--- src/dq_pkg.sv ---
package dq_pkg;

  localparam int DEPTH = 64;
  localparam int AW    = $clog2(DEPTH);
  localparam int CW    = $clog2(DEPTH + 1);
  localparam int WW    = 32;

  typedef enum logic [1:0] {
    CMD_PUSH_FRONT = 2'd0,
    CMD_PUSH_BACK  = 2'd1,
    CMD_POP_FRONT  = 2'd2,
    CMD_POP_BACK   = 2'd3
  } cmd_t;

  typedef enum logic [1:0] {
    STATUS_OK    = 2'd0,
    STATUS_EMPTY = 2'd1,
    STATUS_FULL  = 2'd2
  } status_t;

  typedef enum logic {
    ST_IDLE,
    ST_RESP
  } state_t;

  // (base + off) mod DEPTH; base < DEPTH and off < DEPTH
  function automatic logic [AW-1:0] ring_add(input logic [AW-1:0] base,
                                             input logic [CW-1:0] off);
    logic [AW:0] sum;
    sum = (AW+1)'(base) + (AW+1)'(off);
    if (sum >= (AW+1)'(DEPTH)) begin
      sum = sum - (AW+1)'(DEPTH);
    end
    return sum[AW-1:0];
  endfunction

endpackage

--- src/double_ended_queue.sv ---
// Double-ended queue of signed 32-bit words held in a single-port ring buffer.
// A command accepted at a clock edge gives its result strobe in the next
// cycle; busy is high during that cycle.
// No new command is taken while busy is high, so each command finishes
// before the next one is accepted; the store's read is registered.
// Reset (rst_n low, synchronous): queue empty, head index 0, no strobe.
module double_ended_queue
  import dq_pkg::*;
(
  input  logic                 clk,
  input  logic                 rst_n,
  input  logic                 start,
  output logic                 busy,
  input  logic [1:0]           in_command,
  input  logic signed [WW-1:0] in_push_value,
  output logic                 out_valid,
  output logic signed [WW-1:0] out_popped_value,
  output logic [1:0]           out_status,
  output logic [CW-1:0]        out_entry_count
);

  // control state
  state_t        state_r, state_nxt;
  logic [AW-1:0] head_r, head_nxt;
  logic [CW-1:0] count_r, count_nxt;

  // result registers, captured at acceptance
  status_t       status_r, status_nxt;
  logic          pop_ok_r, pop_ok_nxt;

  // store port
  logic          mem_we;
  logic [AW-1:0] mem_addr;
  logic [WW-1:0] mem_rdata;

  logic accept;
  logic is_full;
  logic is_empty;
  cmd_t cmd;

  assign accept   = start && !busy;
  assign cmd      = cmd_t'(in_command);
  assign is_full  = (count_r == CW'(DEPTH));
  assign is_empty = (count_r == '0);

  // Command decode: one store access per transaction. Pushes write at the
  // accept edge; pops read there and the word is on mem_rdata next cycle.
  // Since busy blocks the cycle after acceptance, a read never meets the
  // write of the previous transaction, so no forwarding path is needed.
  // The receiver cannot stall: each result is shown for exactly one cycle.
  always_comb begin
    head_nxt   = head_r;
    count_nxt  = count_r;
    status_nxt = status_r;
    pop_ok_nxt = pop_ok_r;
    mem_we     = 1'b0;
    mem_addr   = head_r;
    if (accept) begin
      status_nxt = STATUS_OK;
      pop_ok_nxt = 1'b0;
      unique case (cmd)
        CMD_PUSH_FRONT: begin
          // front moves one slot back, new word lands there
          mem_addr = ring_add(head_r, CW'(DEPTH - 1));
          if (is_full) begin
            status_nxt = STATUS_FULL;
          end else begin
            mem_we    = 1'b1;
            head_nxt  = mem_addr;
            count_nxt = count_r + CW'(1);
          end
        end
        CMD_PUSH_BACK: begin
          // slot just past the back entry; count < DEPTH whenever it is used
          mem_addr = ring_add(head_r, count_r);
          if (is_full) begin
            status_nxt = STATUS_FULL;
          end else begin
            mem_we    = 1'b1;
            count_nxt = count_r + CW'(1);
          end
        end
        CMD_POP_FRONT: begin
          mem_addr = head_r;
          if (is_empty) begin
            status_nxt = STATUS_EMPTY;
          end else begin
            pop_ok_nxt = 1'b1;
            head_nxt   = ring_add(head_r, CW'(1));
            count_nxt  = count_r - CW'(1);
          end
        end
        CMD_POP_BACK: begin
          // back entry at head + count - 1; address ignored when empty
          mem_addr = ring_add(head_r, count_r - CW'(1));
          if (is_empty) begin
            status_nxt = STATUS_EMPTY;
          end else begin
            pop_ok_nxt = 1'b1;
            count_nxt  = count_r - CW'(1);
          end
        end
        default: begin
          status_nxt = STATUS_OK;
        end
      endcase
    end
  end

  // next state
  always_comb begin
    state_nxt = state_r;
    unique case (state_r)
      ST_IDLE: begin
        if (accept) begin
          state_nxt = ST_RESP;
        end
      end
      ST_RESP: begin
        state_nxt = ST_IDLE;
      end
      default: begin
        state_nxt = ST_IDLE;
      end
    endcase
  end

  // FSM outputs
  always_comb begin
    busy      = 1'b0;
    out_valid = 1'b0;
    unique case (state_r)
      ST_IDLE: begin
        busy      = 1'b0;
        out_valid = 1'b0;
      end
      ST_RESP: begin
        busy      = 1'b1;
        out_valid = 1'b1;
      end
      default: begin
        busy      = 1'b0;
        out_valid = 1'b0;
      end
    endcase
  end

  always_ff @(posedge clk) begin
    if (!rst_n) begin
      state_r <= ST_IDLE;
      head_r  <= '0;
      count_r <= '0;
    end else begin
      state_r <= state_nxt;
      head_r  <= head_nxt;
      count_r <= count_nxt;
    end
  end

  // payload side of the result, no reset needed
  always_ff @(posedge clk) begin
    status_r <= status_nxt;
    pop_ok_r <= pop_ok_nxt;
  end

  dq_ram #(
    .WIDTH (WW),
    .DEPTH (DEPTH)
  ) u_store (
    .clk   (clk),
    .we    (mem_we),
    .addr  (mem_addr),
    .wdata (in_push_value),
    .rdata (mem_rdata)
  );

  // count_r already holds the post-command count during the strobe cycle
  assign out_popped_value = pop_ok_r ? mem_rdata : '0;
  assign out_status       = status_r;
  assign out_entry_count  = count_r;

  // every accepted transaction gives exactly one strobe, in the cycle after
  a_resp_follows: assert property (@(posedge clk) disable iff (!rst_n)
    accept |=> out_valid)
    else $error("no result after accepted command");

  a_resp_has_cmd: assert property (@(posedge clk) disable iff (!rst_n)
    out_valid |-> $past(accept))
    else $error("result strobe without accepted command");

  a_count_range: assert property (@(posedge clk) disable iff (!rst_n)
    count_r <= CW'(DEPTH))
    else $error("entry count above depth");

  a_empty_status: assert property (@(posedge clk) disable iff (!rst_n)
    (out_valid && out_status == STATUS_EMPTY) |-> (out_entry_count == '0))
    else $error("empty status with entries held");

  a_full_status: assert property (@(posedge clk) disable iff (!rst_n)
    (out_valid && out_status == STATUS_FULL) |-> (out_entry_count == CW'(DEPTH)))
    else $error("full status with free slots");

endmodule

--- src/dq_ram.sv ---
module dq_ram #(
  parameter int WIDTH = 32,
  parameter int DEPTH = 64
) (
  input  logic                     clk,
  input  logic                     we,
  input  logic [$clog2(DEPTH)-1:0] addr,
  input  logic [WIDTH-1:0]         wdata,
  output logic [WIDTH-1:0]         rdata
);

  logic [WIDTH-1:0] mem [DEPTH];

  // single port, registered read
  always_ff @(posedge clk) begin
    if (we) begin
      mem[addr] <= wdata;
    end
    rdata <= mem[addr];
  end

endmodule

--- config.mk ---
export PLATFORM = sky130hd
export DESIGN_NAME = double_ended_queue
export DESIGN_NICKNAME = d
export VERILOG_FILES = /design/src/dq_pkg.sv /design/src/double_ended_queue.sv /design/src/dq_ram.sv
export SDC_FILE = /design/constraint.sdc
export NUM_CORES = 2
export LEC_CHECK = 0
export BUFFER_PORTS_ARGS = -buffer_cell sky130_fd_sc_hd__buf_2
export CORE_MARGIN = 3
export CORE_UTILIZATION = 40
export CTS_CLUSTER_SIZE = 28
export DETAILED_ROUTE_END_ITERATION = 12
export PLACE_DENSITY_LB_ADDON = 0.05
export REMOVE_ABC_BUFFERS = 1
export SLEW_MARGIN = 10
export SYNTH_ARGS = -nofsm -noshare
export SYNTH_HDL_FRONTEND = slang
export SYNTH_HIERARCHICAL = 1
export SYNTH_SLANG_ARGS = --single-unit
--- constraint.sdc ---
create_clock -name clk -period 5.7 [get_ports clk]
set_input_delay 0.57 -clock clk [delete_from_list [all_inputs] [get_ports clk]]
set_output_delay 0.57 -clock clk [all_outputs]
set_load 0.01 [all_outputs]
==> flow_metrics.env <==
export IMPL_status="finished clean"
export IMPL_die_y_um=455.2
export IMPL_cts_resized_gates=1
export IMPL_worst_path_largest_cell_delay_ns=0.78
export IMPL_period_minus_slack_ns=5.422
export IMPL_instances_no_fill=7674
export IMPL_io_buffers=79
export IMPL_grt_overflow=0
export IMPL_gp_congestion=0.8243
export IMPL_crit_path_top_delay_cell="or4b_1"
export IMPL_drtAntennaViolNets=0
export IMPL_post_route_period_util=0.9512
export IMPL_rows=164
export IMPL_nNetsFinal=4844
export IMPL_cts_sinks=2097
export IMPL_async_reset_ff_frac=0
export IMPL_fmax_ghz=0.1844
export IMPL_r2r_start="out_entry_count[0]"
export IMPL_place_area_um2=87160
export IMPL_drv_cap=0
export IMPL_cts_hold_buffers=0
export IMPL_placed_cells=7226
export IMPL_start_kind="flip-flop"
export IMPL_place_ws_ns=-0.09545
export IMPL_synthTopCellsByArea="edfxtp_1 76%, mux2i_1 3.2%, mux4_2 2.7%"
export IMPL_area_growth_pct=16.75
export IMPL_syn_cell_area_um2=80720
export IMPL_drt_iter0_markers=5572
export IMPL_dp_hpwl_um=154100
export IMPL_cts_root_buffer="clkbuf_16"
export IMPL_dr_wl_met2_um=125200
export IMPL_synth_flop_cell="edfxtp_1"
export IMPL_max_vdd_ir_drop_uv=313.7
export IMPL_seq_area_frac_synth=0.7744
export IMPL_power_density_nw_per_um2=400.7
export IMPL_crit_arrival_ns=6.13
export IMPL_drc=0
export IMPL_design_area_um2=94250
export IMPL_synthCells=4465
export IMPL_cp_num_buf_inv=2
export IMPL_path_class="reg -> reg"
export IMPL_setup_viol=0
export IMPL_routedWlPerCell_um=34.27
export IMPL_crit_required_ns=6.41
export IMPL_synth_edff_count=2051
export IMPL_power_leakage_nw=30.10
export IMPL_wirelength_um=263000
export IMPL_synth_common_cells="2,051 x edfxtp_1, 261 x mux2i_1, 191 x a22oi_1, 177 x clkbuf_1, 175 x a221oi_1"
export IMPL_numCtsBuffers=224
export IMPL_fin_skew_ns=0.03273
export IMPL_ys_types=76
export IMPL_wirelength_met1_um=114800
export IMPL_tritoncts="built"
export IMPL_synth_area_per_cell_um2=18.08
export IMPL_drive_gt1_frac=0.2168
export IMPL_route_met3_wl_um=16460
export IMPL_hp_class="in -> reg"
export IMPL_post_cts_buffers=0
export IMPL_grt_start_max_net_pins=94
export IMPL_die_area_um2=207200
export IMPL_drv_slew=0
export IMPL_regToRegSetupSlack_ns=0.28
export IMPL_hold_viol=0
export IMPL_htree_levels=4
export IMPL_ctsLongestPathBuffers=3
export IMPL_setup_slack_ns=0.2783
export IMPL_start_util=0.4031
export IMPL_hold_start="rst_n"
export IMPL_synth_warnings=6
export IMPL_grt_use_total=0.2514
export IMPL_die_w_um=455.2
export IMPL_clk_latency_ns=0.86
export IMPL_io_pins=80
export IMPL_max_slew_margin=0.1624
export IMPL_cp_end_kind="flip-flop"
export IMPL_crit_family="simple AND/OR/NAND/NOR gates"
export IMPL_multiInputGateArea_um2=17430
export IMPL_synth_top_cell_area_share=0.7630
export IMPL_finalPower_mw=37.76
export IMPL_viasPerCell=5.922
export IMPL_dr_pass1_iters=6
export IMPL_startpoint="out_entry_count[0]"
export IMPL_synth_seq_cells=2097
export IMPL_yosysTopAreaCell="edfxtp_1"
export IMPL_top_layer="met5"
export IMPL_grt_pass1_wl_um=363900
export IMPL_fillers=17228
export IMPL_crit_chain="inv_1, ha_1, o21ai_0, ha_1, a21o_1, o2111ai_1, nand3_1, xnor2_1, o21ai_2, nand3b_1, buf_4, nor2_1, or4b_1, or4_1"
export IMPL_critPathMostFrequentCell="ha_1"
export IMPL_worst_slew_pin_slew_ns=1.256
export IMPL_vias=45445
export IMPL_register_area_um2=62510
export IMPL_synth_most_common_cell="edfxtp_1"
export IMPL_core_area_um2=200300
export IMPL_grt_antenna_before_repair=39
export IMPL_critPathMaxFanout=17
export IMPL_cts_clk_slew_worst_paths_ns=0.06
export IMPL_grt_pass1_vias=43914
## cell families (layout without fill, tap and decap cells)
kind of cell               count (synthesis)  in the layout  synth area share
buffers and inverters                    327            848           0.01803
DFF                                     2097           2097            0.7744
muxes                                    504            504           0.07965
AOI/OAI and AO/OA                        981            981           0.08889
other                                      0             32                 0
adders and majority gates                 11             11          0.001798
and+or+nand+nor                          524            524           0.03498
xor gates and xnor gates                  21             21          0.002279
## registers in the layout (all words and copies together), names as in the netlist
register / count
state_r: 1
pop_ok_r: 1
head_r: 6
out_entry_count: 7
u_store/mem: 2048
u_store/rdata: 32
out_status: 2
## worst paths after layout
kind	cells past startpoint	endpoint
worst max-delay path	14	u_store/rdata[15]
worst min-delay path	2	out_entry_count[3]
worst max register to register	14	u_store/rdata[15]
worst min register to register	3	u_store/rdata[29]
## routing by layer
metal | track usage | up-vias
li1 | - | 19179
met3 | 0.03633 | 295
met4 | 0.06521 | 6
met1 | 0.3634 | 24288
met5 | 0 | -
met2 | 0.4012 | 1677
## through the flow
step / setup TNS (ns) / util / hold WS [ns]
floorplan: - / - / 0.5572
global placement: -4.835 / 0.4350 / 0.5962
detailed placement: -0.09545 / 0.4352 / 0.5878
CTS: 0 / 0.4702 / 0.03557
global route: -0.004633 / 0.4704 / 0.08708
finish: 0 / 0.4706 / 0.09956
## where the power goes
| part | switching (mW) | internal (mW) |
|---|---|---|
| sequential | 0.128 | 17.2 |
| clock | 6.02 | 7.95 |
| combinational | 4.30 | 2.21 |
## area by class of cell
cell class	count	area share
clock inverters	113	0.009240
inverters	12	0.0005576
clock buffers	303	0.06502
flip-flops and latches	2097	0.6633
well taps	2656	0.03526
multi-input cells	2041	0.1849
diodes	32	0.0008496
repair buffers	420	0.04089
## cell usage in the layout, fill, tap and decap left out, drive strengths merged, types with 40 or more instances in the layout
| cell type | Yosys | final |
|---|---|---|
| edfxtp | 2051 | 2051 |
| buf | 137 | 420 |
| clkbuf | 178 | 303 |
| mux2i | 261 | 261 |
| a22oi | 191 | 191 |
| a221oi | 176 | 176 |
| nor2 | 151 | 151 |
| mux2 | 147 | 147 |
| a21oi | 129 | 129 |
| o21ai | 101 | 101 |
| mux4 | 96 | 96 |
| o22ai | 94 | 94 |
| clkinv | 0 | 94 |
| and3 | 87 | 87 |
| o22a | 70 | 70 |
| a22o | 66 | 66 |
| nand3 | 62 | 62 |
| and2 | 47 | 47 |
| dfxtp | 46 | 46 |
| a31oi | 44 | 44 |
| nand2 | 40 | 40 |
No activity file was read; power rests on OpenSTA's default activity.
